**src/ipid_pkg.sv**
```systemverilog
`default_nettype none
// ----------------------------------------------------------------------------
// ipid_pkg
// shared types, constants, microcode table and helpers of the speed controller
// ----------------------------------------------------------------------------
package ipid_pkg;

    localparam int GAIN_FRAC_BITS_DEF = 8;

    localparam int STEP_W  = 4;
    localparam int CFG_W   = 32;
    localparam int PROD_W  = 50;   // signed 17 x signed 33
    localparam int SUM_W   = 51;   // sum of three products
    localparam int ACC_W   = 52;   // accumulator plus increment before clamp
    localparam int REF_SHIFT   = 16;
    localparam int RECIP_SHIFT = 30;
    // ceil(2^30 / 100): floor(x / 100) = (x * PCT_RECIP) >> 30 for x below 2^23
    localparam logic [32:0] PCT_RECIP = 33'd10737419;
    localparam logic signed [15:0] PCT_MAX = 16'sd100;

    localparam logic        CLOSED_LOOP_RST = 1'b1;
    localparam logic [15:0] DUTY_LIMIT_RST  = 16'd10000;
    localparam logic [31:0] REF_GAIN_RST    = 32'd65536;
    localparam logic [14:0] SPEED_LIMIT_RST = 15'd32767;

    typedef enum logic [2:0] {
        REG_CLOSED_LOOP = 3'd0,
        REG_GAIN_P      = 3'd1,
        REG_GAIN_I      = 3'd2,
        REG_GAIN_D      = 3'd3,
        REG_DEAD_BAND   = 3'd4,
        REG_DUTY_LIMIT  = 3'd5,
        REG_REF_GAIN    = 3'd6,
        REG_SPEED_LIMIT = 3'd7
    } cfg_idx_t;

    typedef enum logic [2:0] {
        MA_SPEED,
        MA_GAIN_P,
        MA_GAIN_I,
        MA_GAIN_D,
        MA_LIMIT,
        MA_PCT
    } mul_a_t;

    typedef enum logic [2:0] {
        MB_REF_GAIN,
        MB_ERR,
        MB_DELTA,
        MB_DDELTA,
        MB_RECIP,
        MB_PROD
    } mul_b_t;

    typedef enum logic [2:0] {
        OP_NONE,
        OP_ERR,
        OP_DELTA,
        OP_DDELTA,
        OP_SUM_ADD,
        OP_ACC,
        OP_CLOSE_EMIT,
        OP_OPEN_EMIT
    } op_t;

    typedef struct packed {
        logic              mul_en;
        mul_a_t            mul_a;
        mul_b_t            mul_b;
        op_t               op;
        logic              br_open;   // jump to target when in open-loop mode
        logic [STEP_W-1:0] target;
        logic              wait_out;  // hold here until the output register is free
        logic              last;
    } uword_t;

    typedef struct packed {
        logic   busy;
        logic   go;      // current word executes this cycle
        uword_t uw;
    } seq_ctrl_t;

    localparam logic [STEP_W-1:0] STEP_OPEN = STEP_W'(8);

    function automatic uword_t uword(input logic m, input mul_a_t a, input mul_b_t b,
                                     input op_t o, input logic br, input logic w,
                                     input logic l);
        uword_t r;
        r.mul_en   = m;
        r.mul_a    = a;
        r.mul_b    = b;
        r.op       = o;
        r.br_open  = br;
        r.target   = STEP_OPEN;
        r.wait_out = w;
        r.last     = l;
        return r;
    endfunction

    // control program: closed loop runs steps 0..7, open loop 0 then 8..10
    function automatic uword_t ucode(input logic [STEP_W-1:0] step);
        uword_t r;
        r = uword(1'b0, MA_SPEED, MB_REF_GAIN, OP_NONE, 1'b0, 1'b0, 1'b1);
        unique case (step)
            4'd0:  r = uword(1'b1, MA_SPEED,  MB_REF_GAIN, OP_NONE,       1'b1, 1'b0, 1'b0);
            4'd1:  r = uword(1'b0, MA_SPEED,  MB_REF_GAIN, OP_ERR,        1'b0, 1'b0, 1'b0);
            4'd2:  r = uword(1'b1, MA_GAIN_I, MB_ERR,      OP_DELTA,      1'b0, 1'b0, 1'b0);
            4'd3:  r = uword(1'b1, MA_GAIN_P, MB_DELTA,    OP_DDELTA,     1'b0, 1'b0, 1'b0);
            4'd4:  r = uword(1'b1, MA_GAIN_D, MB_DDELTA,   OP_SUM_ADD,    1'b0, 1'b0, 1'b0);
            4'd5:  r = uword(1'b0, MA_SPEED,  MB_REF_GAIN, OP_SUM_ADD,    1'b0, 1'b0, 1'b0);
            4'd6:  r = uword(1'b0, MA_SPEED,  MB_REF_GAIN, OP_ACC,        1'b0, 1'b0, 1'b0);
            4'd7:  r = uword(1'b0, MA_SPEED,  MB_REF_GAIN, OP_CLOSE_EMIT, 1'b0, 1'b1, 1'b1);
            4'd8:  r = uword(1'b1, MA_PCT,    MB_RECIP,    OP_NONE,       1'b0, 1'b0, 1'b0);
            4'd9:  r = uword(1'b1, MA_LIMIT,  MB_PROD,     OP_NONE,       1'b0, 1'b0, 1'b0);
            4'd10: r = uword(1'b0, MA_SPEED,  MB_REF_GAIN, OP_OPEN_EMIT,  1'b0, 1'b1, 1'b1);
            default: r = uword(1'b0, MA_SPEED, MB_REF_GAIN, OP_NONE, 1'b0, 1'b0, 1'b1);
        endcase
        return r;
    endfunction

    // saturate a 34-bit signed value to 32 bits
    function automatic logic signed [31:0] sat32(input logic signed [33:0] v);
        logic signed [31:0] r;
        if (v > 34'sh0_7FFF_FFFF)
            r = 32'sh7FFF_FFFF;
        else if (v < -34'sh0_8000_0000)
            r = -32'sh8000_0000;
        else
            r = v[31:0];
        return r;
    endfunction

endpackage
`default_nettype wire

```
**src/ipid_sequencer.sv**
```systemverilog
`default_nettype none
// ----------------------------------------------------------------------------
// ipid_sequencer
// step counter and microcode table that drive the controller datapath
// ----------------------------------------------------------------------------
module ipid_sequencer
    import ipid_pkg::*;
(
    input  wire logic clk,
    input  wire logic rst_n,
    input  wire logic start,
    input  wire logic closed_loop,
    input  wire logic out_free,
    output seq_ctrl_t ctrl
);

    logic              busy_reg, busy_next;
    logic [STEP_W-1:0] step_reg, step_next;
    uword_t            uw;
    logic              go;

    always_comb
    begin
        uw = ucode(step_reg);
        go = busy_reg && (!uw.wait_out || out_free);
    end

    always_comb
    begin
        busy_next = busy_reg;
        step_next = step_reg;
        if (!busy_reg)
        begin
            if (start)
            begin
                busy_next = 1'b1;
                step_next = '0;
            end
        end
        else if (go)
        begin
            priority if (uw.last)
                busy_next = 1'b0;
            else if (uw.br_open && !closed_loop)
                step_next = uw.target;
            else
                step_next = step_reg + STEP_W'(1);
        end
    end

    always_ff @(posedge clk or negedge rst_n)
    begin
        if (!rst_n)
        begin
            busy_reg <= 1'b0;
            step_reg <= '0;
        end
        else
        begin
            busy_reg <= busy_next;
            step_reg <= step_next;
        end
    end

    assign ctrl.busy = busy_reg;
    assign ctrl.go   = go;
    assign ctrl.uw   = uw;

endmodule
`default_nettype wire

```
**src/incremental_pid_motor_speed_control.sv**
```systemverilog
`default_nettype none
// ----------------------------------------------------------------------------
// incremental_pid_motor_speed_control
// incremental pid speed loop with deadband, or open-loop percent drive
// ----------------------------------------------------------------------------
// One input word is one control period. A microcoded sequencer runs a short
// program over a single shared 17 x 33 signed multiplier with a registered
// product: closed loop takes eight steps (reference scaling, error terms,
// three gain products, accumulator update, clamp and output), open loop four.
// A new word is taken only once the program of the last one has finished;
// one result may wait in the output register while the next word is being
// worked on, and the final step holds until that register is free.
// Configuration writes are taken at any time but must only be issued while
// the block is idle.
// ----------------------------------------------------------------------------
module incremental_pid_motor_speed_control
    import ipid_pkg::*;
#(
    parameter int GAIN_FRAC_BITS = GAIN_FRAC_BITS_DEF
)
(
    input  wire logic              clk,
    input  wire logic              rst_n,
    // input words
    input  wire logic              s_tvalid,
    output logic                   s_tready,
    input  wire logic [31:0]       s_tdata,   // speed_set[15:0], encoder_count[31:16]
    input  wire logic              s_tuser,   // link_up
    // result words
    output logic                   m_tvalid,
    input  wire logic              m_tready,
    output logic [39:0]            m_tdata,   // duty[15:0], drive_value[32:16], zero pad
    output logic                   m_tuser,   // direction
    // configuration
    input  wire logic              cfg_we,
    input  wire logic [2:0]        cfg_index,
    input  wire logic [CFG_W-1:0]  cfg_data
);

    localparam logic [SUM_W-1:0] FRAC_BIAS = SUM_W'((64'd1 << GAIN_FRAC_BITS) - 64'd1);
    localparam logic [PROD_W-1:0] REF_BIAS = PROD_W'((64'd1 << REF_SHIFT) - 64'd1);

    // configuration registers
    logic        closed_loop_reg;
    logic [15:0] gain_p_reg, gain_i_reg, gain_d_reg;
    logic [11:0] dead_band_reg;
    logic [15:0] duty_limit_reg;
    logic [31:0] ref_gain_reg;
    logic [14:0] speed_limit_reg;

    // datapath
    logic signed [15:0]       speed_reg, speed_next;
    logic signed [15:0]       enc_reg;
    logic                     link_reg;
    logic signed [PROD_W-1:0] prod_reg, prod_next;
    logic signed [31:0]       err_reg, err_next;
    logic signed [31:0]       delta_reg, delta_next;
    logic signed [31:0]       ddelta_reg, ddelta_next;
    logic signed [SUM_W-1:0]  sum_reg, sum_next;
    logic signed [ACC_W-1:0]  acc_wide_reg, acc_wide_next;
    logic signed [31:0]       last_error_reg, last_error_next;
    logic signed [31:0]       last_delta_reg, last_delta_next;
    logic signed [16:0]       acc_reg, acc_next;

    // result register
    logic               m_valid_reg, m_valid_next;
    logic [15:0]        duty_reg, duty_next;
    logic               dir_reg, dir_next;
    logic signed [16:0] drive_reg, drive_next;

    seq_ctrl_t ctrl;
    logic      accept;
    logic      out_free;

    assign accept   = s_tvalid && s_tready;
    assign out_free = !m_valid_reg || m_tready;

    ipid_sequencer u_seq
    (
        .clk         (clk),
        .rst_n       (rst_n),
        .start       (accept),
        .closed_loop (closed_loop_reg),
        .out_free    (out_free),
        .ctrl        (ctrl)
    );

    assign s_tready = !ctrl.busy;

    // configuration writes
    always_ff @(posedge clk or negedge rst_n)
    begin
        if (!rst_n)
        begin
            closed_loop_reg <= CLOSED_LOOP_RST;
            gain_p_reg      <= '0;
            gain_i_reg      <= '0;
            gain_d_reg      <= '0;
            dead_band_reg   <= '0;
            duty_limit_reg  <= DUTY_LIMIT_RST;
            ref_gain_reg    <= REF_GAIN_RST;
            speed_limit_reg <= SPEED_LIMIT_RST;
        end
        else if (cfg_we)
        begin
            unique case (cfg_idx_t'(cfg_index))
                REG_CLOSED_LOOP: closed_loop_reg <= cfg_data[0];
                REG_GAIN_P:      gain_p_reg      <= cfg_data[15:0];
                REG_GAIN_I:      gain_i_reg      <= cfg_data[15:0];
                REG_GAIN_D:      gain_d_reg      <= cfg_data[15:0];
                REG_DEAD_BAND:   dead_band_reg   <= cfg_data[11:0];
                REG_DUTY_LIMIT:  duty_limit_reg  <= cfg_data[15:0];
                REG_REF_GAIN:    ref_gain_reg    <= cfg_data[31:0];
                REG_SPEED_LIMIT: speed_limit_reg <= cfg_data[14:0];
                default:         closed_loop_reg <= closed_loop_reg;
            endcase
        end
    end

    // input clamp, by mode
    logic signed [15:0] in_speed;
    logic signed [15:0] clamp_hi;
    always_comb
    begin
        in_speed = $signed(s_tdata[15:0]);
        clamp_hi = closed_loop_reg ? $signed({1'b0, speed_limit_reg}) : PCT_MAX;
        priority if (in_speed > clamp_hi)
            speed_next = clamp_hi;
        else if (in_speed < -clamp_hi)
            speed_next = -clamp_hi;
        else
            speed_next = in_speed;
    end

    // shared multiplier
    logic signed [16:0] mul_a;
    logic signed [32:0] mul_b;
    logic        [6:0]  pct_mag;
    logic signed [16:0] lim_s;

    assign pct_mag = speed_reg[15] ? 7'(-speed_reg) : speed_reg[6:0];
    assign lim_s   = $signed({1'b0, duty_limit_reg});

    always_comb
    begin
        unique case (ctrl.uw.mul_a)
            MA_SPEED:  mul_a = 17'(speed_reg);
            MA_GAIN_P: mul_a = $signed({1'b0, gain_p_reg});
            MA_GAIN_I: mul_a = $signed({1'b0, gain_i_reg});
            MA_GAIN_D: mul_a = $signed({1'b0, gain_d_reg});
            MA_LIMIT:  mul_a = lim_s;
            MA_PCT:    mul_a = $signed({10'd0, pct_mag});
            default:   mul_a = '0;
        endcase
        unique case (ctrl.uw.mul_b)
            MB_REF_GAIN: mul_b = $signed({1'b0, ref_gain_reg});
            MB_ERR:      mul_b = 33'(err_reg);
            MB_DELTA:    mul_b = 33'(delta_reg);
            MB_DDELTA:   mul_b = 33'(ddelta_reg);
            MB_RECIP:    mul_b = $signed(PCT_RECIP);
            MB_PROD:     mul_b = $signed({1'b0, prod_reg[31:0]});
            default:     mul_b = '0;
        endcase
        prod_next = PROD_W'(mul_a) * PROD_W'(mul_b);
    end

    // arithmetic of the program steps
    logic signed [PROD_W-1:0] ref_full;
    logic signed [33:0]       ref_diff;
    logic signed [SUM_W-1:0]  inc;
    logic        [32:0]       err_mag;
    logic signed [16:0]       open_mag;
    logic        [16:0]       drive_mag;

    always_comb
    begin
        // reference count, truncated toward zero
        ref_full = prod_reg[PROD_W-1] ? ((prod_reg + $signed(REF_BIAS)) >>> REF_SHIFT)
                                      : (prod_reg >>> REF_SHIFT);
        ref_diff = 34'($signed(ref_full[31:0])) - 34'(enc_reg);
        inc      = sum_reg[SUM_W-1] ? ((sum_reg + $signed(FRAC_BIAS)) >>> GAIN_FRAC_BITS)
                                    : (sum_reg >>> GAIN_FRAC_BITS);
        err_mag  = err_reg[31] ? 33'(-33'(err_reg)) : 33'(err_reg);
        open_mag = $signed({1'b0, prod_reg[RECIP_SHIFT+15:RECIP_SHIFT]});

        err_next        = err_reg;
        delta_next      = delta_reg;
        ddelta_next     = ddelta_reg;
        sum_next        = sum_reg;
        acc_wide_next   = acc_wide_reg;
        last_error_next = last_error_reg;
        last_delta_next = last_delta_reg;
        acc_next        = acc_reg;
        drive_next      = drive_reg;

        if (ctrl.go)
        begin
            unique case (ctrl.uw.op)
                OP_NONE: ;
                OP_ERR:
                    err_next = sat32(ref_diff);
                OP_DELTA:
                    delta_next = sat32(34'(err_reg) - 34'(last_error_reg));
                OP_DDELTA:
                begin
                    ddelta_next = sat32(34'(delta_reg) - 34'(last_delta_reg));
                    sum_next    = SUM_W'(prod_reg);
                end
                OP_SUM_ADD:
                    sum_next = sum_reg + SUM_W'(prod_reg);
                OP_ACC:
                begin
                    // deadband: only add the increment when the error reaches the deadband
                    if (err_mag >= {21'd0, dead_band_reg})
                        acc_wide_next = ACC_W'(acc_reg) + ACC_W'(inc);
                    else
                        acc_wide_next = ACC_W'(acc_reg);
                    last_error_next = err_reg;
                    last_delta_next = delta_reg;
                end
                OP_CLOSE_EMIT:
                begin
                    priority if (acc_wide_reg >= ACC_W'(lim_s))
                        acc_next = lim_s;
                    else if (acc_wide_reg <= ACC_W'(-lim_s))
                        acc_next = -lim_s;
                    else
                        acc_next = acc_wide_reg[16:0];
                    drive_next = acc_next;
                end
                OP_OPEN_EMIT:
                    drive_next = speed_reg[15] ? -open_mag : open_mag;
                default: ;
            endcase
        end

        // result word
        drive_mag = drive_next[16] ? 17'(-drive_next) : 17'(drive_next);
        if (!link_reg)
        begin
            duty_next = '0;
            dir_next  = 1'b1;
        end
        else
        begin
            duty_next = (drive_mag > {1'b0, duty_limit_reg}) ? duty_limit_reg
                                                             : drive_mag[15:0];
            dir_next  = !drive_next[16];
        end

        m_valid_next = m_valid_reg && !m_tready;
        if (ctrl.go && (ctrl.uw.op == OP_CLOSE_EMIT || ctrl.uw.op == OP_OPEN_EMIT))
            m_valid_next = 1'b1;
    end

    // control and loop state
    always_ff @(posedge clk or negedge rst_n)
    begin
        if (!rst_n)
        begin
            m_valid_reg    <= 1'b0;
            last_error_reg <= '0;
            last_delta_reg <= '0;
            acc_reg        <= '0;
        end
        else
        begin
            m_valid_reg    <= m_valid_next;
            last_error_reg <= last_error_next;
            last_delta_reg <= last_delta_next;
            acc_reg        <= acc_next;
        end
    end

    // payload
    always_ff @(posedge clk)
    begin
        if (accept)
        begin
            speed_reg <= speed_next;
            enc_reg   <= $signed(s_tdata[31:16]);
            link_reg  <= s_tuser;
        end
        if (ctrl.go && ctrl.uw.mul_en)
            prod_reg <= prod_next;
        err_reg      <= err_next;
        delta_reg    <= delta_next;
        ddelta_reg   <= ddelta_next;
        sum_reg      <= sum_next;
        acc_wide_reg <= acc_wide_next;
        if (ctrl.go && (ctrl.uw.op == OP_CLOSE_EMIT || ctrl.uw.op == OP_OPEN_EMIT))
        begin
            drive_reg <= drive_next;
            duty_reg  <= duty_next;
            dir_reg   <= dir_next;
        end
    end

    assign m_tvalid = m_valid_reg;
    assign m_tdata  = {7'd0, drive_reg, duty_reg};
    assign m_tuser  = dir_reg;

`ifndef SYNTHESIS
    // an accepted word keeps the sequencer busy
    a_accept_busy: assert property (@(posedge clk) disable iff (!rst_n)
        accept |=> ctrl.busy)
        else $error("sequencer not busy after accept");

    // accumulator lands inside the duty limit after each clamp
    a_acc_clamped: assert property (@(posedge clk) disable iff (!rst_n)
        (ctrl.go && ctrl.uw.op == OP_CLOSE_EMIT)
            |=> (acc_reg <= lim_s && acc_reg >= -lim_s))
        else $error("accumulator outside duty limit");

    // a result is never loaded over one that was not taken
    a_no_overwrite: assert property (@(posedge clk) disable iff (!rst_n)
        (m_valid_reg && !m_tready) |-> !(ctrl.go && ctrl.uw.wait_out))
        else $error("result overwritten");

    // a waiting duty never exceeds the limit
    a_duty_limit: assert property (@(posedge clk) disable iff (!rst_n)
        m_valid_reg |-> (duty_reg <= duty_limit_reg))
        else $error("duty above limit");
`endif

endmodule
`default_nettype wire

```
**config.mk**
```make
export PLATFORM = sky130hd
export DESIGN_NAME = incremental_pid_motor_speed_control
export DESIGN_NICKNAME = d
export VERILOG_FILES = /design/src/ipid_pkg.sv /design/src/ipid_sequencer.sv /design/src/incremental_pid_motor_speed_control.sv
export SDC_FILE = /design/constraint.sdc
export NUM_CORES = 2
export LEC_CHECK = 0
export BUFFER_PORTS_ARGS = -buffer_cell sky130_fd_sc_hd__buf_4
export CAP_MARGIN = 10
export CORE_MARGIN = 2
export CORE_UTILIZATION = 59
export DETAILED_ROUTE_END_ITERATION = 12
export HOLD_SLACK_MARGIN = 0.06
export PLACE_DENSITY = 0.77
export SLEW_MARGIN = 15
export SYNTH_ARGS = -nofsm -noshare
export SYNTH_HDL_FRONTEND = slang
export SYNTH_SLANG_ARGS = --single-unit
```
**constraint.sdc**
```tcl
create_clock -name clk -period 9.4 [get_ports clk]
set_input_delay 0.47 -clock clk [delete_from_list [all_inputs] [get_ports clk]]
set_output_delay 0.47 -clock clk [all_outputs]
set_load 0.1 [all_outputs]
```
; ---- After elaboration in Yosys (flattened, before gate mapping)
; Memory sizes are Yosys's and may differ from the RTL's.
; Cells that the tools add are included.
; W data, S select, Z words.
[op_classes]
addsub = 15
mul = 1
magnitude_cmp = 12
n_eq_ne = 26
mux = 31
n_reduce_logical = 35
[op_table]
columns = op, count
row1 = $pmux W33 S6, 1
row2 = $mux W32, 4
row3 = $pmux W17 S6, 1
row4 = $pmux W51 S2, 1
row5 = $gt A33 B32 Y1 const B, 3
row6 = $lt A33 B32 Y1 const B, 3
row7 = $mux W17, 5
row8 = $sub A32 B32 Y33, 2
row9 = $add A17 B51 Y52, 1
row10 = $ge A52 B17 Y1, 1
row11 = $le A52 B52 Y1, 1
row12 = $mux W52, 1
row13 = $neg A16 Y52, 1
row14 = $add A51 B50 Y51, 1
row15 = $add A51 B9 Y51 const B, 1
row16 = $mux W51, 1
row17 = $mul A17 B33 Y50, 1
row18 = $add A48 B17 Y48 const B, 1
row19 = $mux W16, 3
row20 = $eq A3 B3 Y1 const B, 12
row21 = $neg A16 Y17, 2
row22 = $pmux W17 S2, 1
row23 = $ge A33 B12 Y1, 1
row24 = $mux W33, 1
row25 = other kinds (23), 70
[word_totals]
ff_bits = 527
romBits = 208
input_bits = 73
output_inout_bits = 43
n_memories = 1
[memory_table]
columns = memory, words, word_bits, rd, rd_clocked_by_memory_dff, write_ports, line_no
row1 = (no name shown), 16, 13, 1, 0, 0, ipid_pkg.sv:104  ; unique case (step)

; ---- Longest topological paths before layout
[logic_depth]
ltp_word = 10
ltp_mapped = 40
ltp_nobuf = 36

; ---- Cells and area by module
; A second synthesis with hierarchy kept.
[unflattened]
hier_cells = 6156
hier_area_um2 = 56997.2
[by_module_without_submodules]
columns = module, n_inst, cells_each, area_per_inst_um2
row1 = incremental_pid_motor_speed_control, 1, 6086, 56431.6
row2 = ipid_sequencer, 1, 70, 565.5

; ---- Worst setup path after synthesis
; No wires, ideal clock.
[synth_path]
kind = reg2reg
from = reg u_seq.step_reg[1]
to = reg prod_reg[47], data pin
setup_ns = 0.265
t_arrival_ns = 8.768
t_required_ns = 9.135
slack_ns = 0.367
stages_incl_launch_ff = 41
synth_period_minus_slack_ns = 9.033
path_cell_list = dfrtp_1 -> clkbuf_1 -> inv_1 -> ha_1 -> nand2_1 -> a21o_1 -> clkbuf_1 -> and2_1 -> clkbuf_1 -> nand2_1 -> nor2_1 -> clkbuf_1 -> o21ai_0 -> o211ai_1 -> clkbuf_1 -> nand2_1 -> fa_1 -> inv_1 -> (+5 left out) -> fa_1 -> inv_1 -> fa_1 -> inv_1 -> ha_1 -> a21o_1 -> a21o_1 -> a21oi_1 -> nor2b_1 -> o21ai_0 -> a31oi_1 -> o21ai_0 -> nand2_1 -> and3_1 -> o31a_1 -> o41ai_1 -> o21ai_0 -> xor2_1
[synth_between]
elab_chain_cells = 4
[synth_lines]
columns = element, line_no
row1 = start: declaration, ipid_sequencer.sv:18  ; logic [STEP_W-1:0] step_reg, step_next;
row2 = start signal: assignment, ipid_sequencer.sv:61  ; step_reg <= step_next;
row3 = $mem_v2 Z16 W13 *, -
row4 = $eq A3 B3 Y1 (tied with other cells), incremental_pid_motor_speed_control.sv:146  ; unique case (ctrl.uw.mul_a)
row5 = $pmux W17 S6 or $pmux W33 S6 (tied branches), "incremental_pid_motor_speed_control.sv:146, incremental_pid_motor_speed_control.sv:155"
row6 = $mul A17 B33 Y50 *, incremental_pid_motor_speed_control.sv:164  ; prod_next = PROD_W'(mul_a) * PROD_W'(mul_b);
row7 = named net prod_next[47], incremental_pid_motor_speed_control.sv:55  ; logic signed [PROD_W-1:0] prod_reg, prod_next;
row8 = end signal: assignment, incremental_pid_motor_speed_control.sv:285  ; prod_reg <= prod_next;
row9 = end: declaration, incremental_pid_motor_speed_control.sv:55
; Mark *: on every way through the listed nets, which the timed path passes. The rest lies on a longest branch.
; A chain may end at the register's enable or synchronous reset.

; ---- Final worst setup path
[layout_path]
from = reg duty_limit_reg[8]
to = reg duty_reg[2], data pin
[layout_between]
elab_chain_cells = 10
[layout_lines]
columns = element, line_no
row1 = start: declaration, incremental_pid_motor_speed_control.sv:47  ; logic [15:0] duty_limit_reg;
row2 = start signal: assignment, incremental_pid_motor_speed_control.sv:112  ; REG_DUTY_LIMIT: duty_limit_reg <= cfg_data[15:0];
row3 = $neg A16 Y52, incremental_pid_motor_speed_control.sv:225  ; else if (acc_wide_reg <= ACC_W'(-lim_s))
row4 = $le A52 B52 Y1, incremental_pid_motor_speed_control.sv:225
row5 = $mux W17, incremental_pid_motor_speed_control.sv:225
row6 = $mux W17, incremental_pid_motor_speed_control.sv:223  ; priority if (acc_wide_reg >= ACC_W'(lim_s))
row7 = $pmux W17 S2, incremental_pid_motor_speed_control.sv:198  ; unique case (ctrl.uw.op)
row8 = $mux W17, incremental_pid_motor_speed_control.sv:196  ; if (ctrl.go)
row9 = $neg A17 Y17, incremental_pid_motor_speed_control.sv:238  ; drive_mag = drive_next[16] ? 17'(-drive_next) : 17'(drive_next);
row10 = $mux W17, incremental_pid_motor_speed_control.sv:238
row11 = $gt A17 B16 Y1, incremental_pid_motor_speed_control.sv:246  ; duty_next = (drive_mag > {1'b0, duty_limit_reg}) ? duty_limit_reg
row12 = $mux W16 *, incremental_pid_motor_speed_control.sv:246
row13 = end signal: assignment, incremental_pid_motor_speed_control.sv:294  ; duty_reg <= duty_next;
row14 = end: declaration, incremental_pid_motor_speed_control.sv:67  ; logic [15:0] duty_reg, duty_next;
; Mark *: on every way between the ends. The rest lies on a longest branch, timed or not.

==> flow_metrics.py <==
metrics = {
    "run_status": {
        "status": "finished, final reports clean",
    },
    "die": {
        "die_x_microns": 314.1,
        "die_h_microns": 314.1,
        "io_pins": 116,
        "start_util_pct": 59.64,
        "die_area_sq_um": 98680,
        "core_sq_um": 95150,
        "rows": 113,
    },
    "layout": {
        "nets": 7376,
        "multi_input_area_sq_um": 38290,
        "layout_common_cells": "739 x nand2_1, 737 x inv_1, 542 x fa_1",
        "syn2layout_area_growth_pct": 10.04,
        "nFillCells": 7682,
        "fin_util_pct": 65.63,
        "largest_reg_flops": 52,
        "drive_gt1_share_pct": 10.47,
        "register_area_sq_um": 14800,
        "final_common_cell": "nand2_1",
        "finish.instance_area_sq_um": 62450,
    },
    "synth": {
        "syn_avg_cell_area_sq_um": 9.214,
        "seq_area_frac_synth_pct": 26.07,
        "synth_cell_types": 96,
        "synth_warnings": 0,
        "synth_top_area_cell": "fa_1",
        "syn_area_sq_um": 56750,
        "synth_edf_count": 316,
        "synth_top_cell_area_share_pct": 19.12,
        "async_reset_ff_share_pct": 40.04,
        "synthCells": 6159,
        "ys_ff_latch": 527,
        "synthFlopType": "edfxtp_1",
        "synthTopCellsByArea": "fa_1 19%, edfxtp_1 17%, ha_1 9.8%",
    },
    "timing": {
        "tightest_slew_ps": 1139,
        "tns_ps": 0,
        "clock_skew_ps": 41.65,
        "setup_viol": 0,
        "rsz0062_at_grt": "no",
        "max_freq_ghz": 0.1107,
        "slew_headroom_pct": 23.69,
        "finalHoldViolCount": 0,
        "period_share_pct": 96.08,
        "min_period_ps": 9031,
        "maxSlewViolCount": 0,
        "hold_slack_ps": 96.20,
    },
    "setup_path": {
        "max_stage_delay_ps": 780,
        "reg2reg_to": "duty_reg[2]",
        "startpoint_type": "flop",
        "end_kind": "flop",
        "crit_top_cell": "ha_1",
        "r2r_setup_slack_ps": 370,
        "crit_required_ps": 9820,
        "crit_slowest_cell": "or4_1",
        "worstPathArrival_ps": 9460,
        "reg2reg_depth": 29,
        "r2r-start": "duty_limit_reg[8]",
        "path_class": "flop to flop",
        "path_buf_inv": 4,
        "crit_family": "simple AND/OR/NAND/NOR gates",
        "worstPathMaxFanout": 10,
    },
    "drt": {
        "vias_per_cell": 6.180,
        "dr.pass1.iters": 10,
        "drt_iter0_markers": 5348,
        "vias": 47190,
        "detail_route.wl_per_cell_microns": 23.98,
        "remaining_drc_errors": 0,
        "final_antenna_net_count": 0,
        "routed_wl_mm": 183.1,
    },
    "grt": {
        "grt_pass1_vias": 46980,
        "grt_max_degree": 93,
        "grt_pass1_wl_mm": 279.9,
        "overflow": 0,
        "antenna_found_initial": 1,
        "grt.total_usage_pct": 37.42,
    },
    "placed_design": {
        "place_congestion": 1.029,
        "portBuffers": 108,
        "dp_hpwl_mm": 146.5,
        "postPlaceCellArea_sq_um": 59930,
    },
    "worst_hold_path": {
        "hold_class": "primary input to flop",
        "hold_depth": 2,
        "min-delay-start": "cfg_data[15]",
        "hold_end": "gain_d_reg[15]",
    },
    "clock_tree": {
        "cts_tree": "yes",
        "root_buffer": "clkbuf_16",
        "clock_sinks": 527,
        "cts-buffers-inserted": 59,
        "cts_buffer_depth": 3,
        "clk_latency_ps": 680,
        "cts.htree.levels": 2,
        "path_clk_slew_ps": 70,
    },
    "flow_run": {
        "timing.max_cap.violations": 0,
    },
}
[per-layer routing]
metal  up-vias  GRT usage [%]  part of all wire [%]
met1     22880          48.60                    38
met4         0          23.21                   7.7
met5         -              0                     0
li1      21220              -                     -
met2      2462          57.68                    44
met3       624          7.681                    10
[what timing repair did]
action / CTS / global route
endpoints found under the setup margin: 0 / 12
buffers inserted: 0 / 4
hold buffers: 34 / 0
hold endpoints to repair: 122 / 0
resized for setup: 0 / 27
[cells by family (layout without fill, tap and decap cells)]
logic type,after synthesis,count (layout),synth area share [%]
DFF,527,527,26.07
other,1,8,0.006608
adders and majority gates,1056,1056,30.14
buffers and inverters,1020,1224,6.848
muxes,177,177,3.420
and+or+nand+nor,1841,1841,14.84
xor gates and xnor gates,355,355,5.479
AOI/OAI and AO/OA,1182,1182,13.20
[synthesized netlist by cell type, drive strengths merged, types with 26 or more instances]
cell type    n
nand4       70
a222oi      29
nand3      121
buf         40
edfxtp     316
o21ai      355
xor2       128
nor2b       76
o21a        52
nor3        75
a21o       161
clkbuf     239
dfrtp      189
fa         542
o21bai      26
mux2i       42
a21oi      287
nor4        37
o31ai       29
a211oi      26
a31oi       36
nand2      741
and3        50
maj3        71
ha         443
a22oi       29
nand2b      76
and4        30
nor2       478
inv        740
mux2       135
xnor2      227
[worst max-delay path by stage]
stage	startpoint	endpoint	slack, ps	depth (start not counted)
global placement	u_seq.step_reg[1]	prod_reg[47]	490	32
detailed placement	u_seq.step_reg[1]	prod_reg[47]	420	31
floorplan	u_seq.step_reg[1]	prod_reg[47]	370	40
CTS	u_seq.step_reg[1]	prod_reg[47]	350	31
finish	duty_limit_reg[8]	duty_reg[2]	370	29
global route	u_seq.step_reg[0]	prod_reg[34]	4	36
[worst reg2reg max path, delay by kind of cell (launching register included)]
| family | cells | cell delay, ps |
|---|---|---|
| mux | 1 | 290 |
| compound gates | 9 | 2510 |
| simple gates | 11 | 3880 |
| buf+inv | 4 | 670 |
| fa+ha+maj | 3 | 890 |
| flops | 1 | 370 |
| xor+xnor | 1 | 180 |
[stage by stage]
step,worst slack [ps],std cells
global route,3.891,7635
CTS,350.6,7630
global placement,486.5,7484
finish,368.6,7635
floorplan,366.9,6165
detailed placement,418.6,7484
[final cells by class]
cell class                      count  share of cell area [%]
Inverter                          741                   4.464
Multi-Input combinational cell   4618                   61.31
Clock inverter                     34                  0.6532
Tap cell                         1265                   2.535
Clock buffer                       78                   2.649
Sequential cell                   527                   23.70
Antenna cell                        1                0.004007
Timing Repair Buffer              371                   4.684
Power is left out: the tool's default activity adds up to more than one toggle a clock period on the data nets, which glitch-free logic cannot reach.
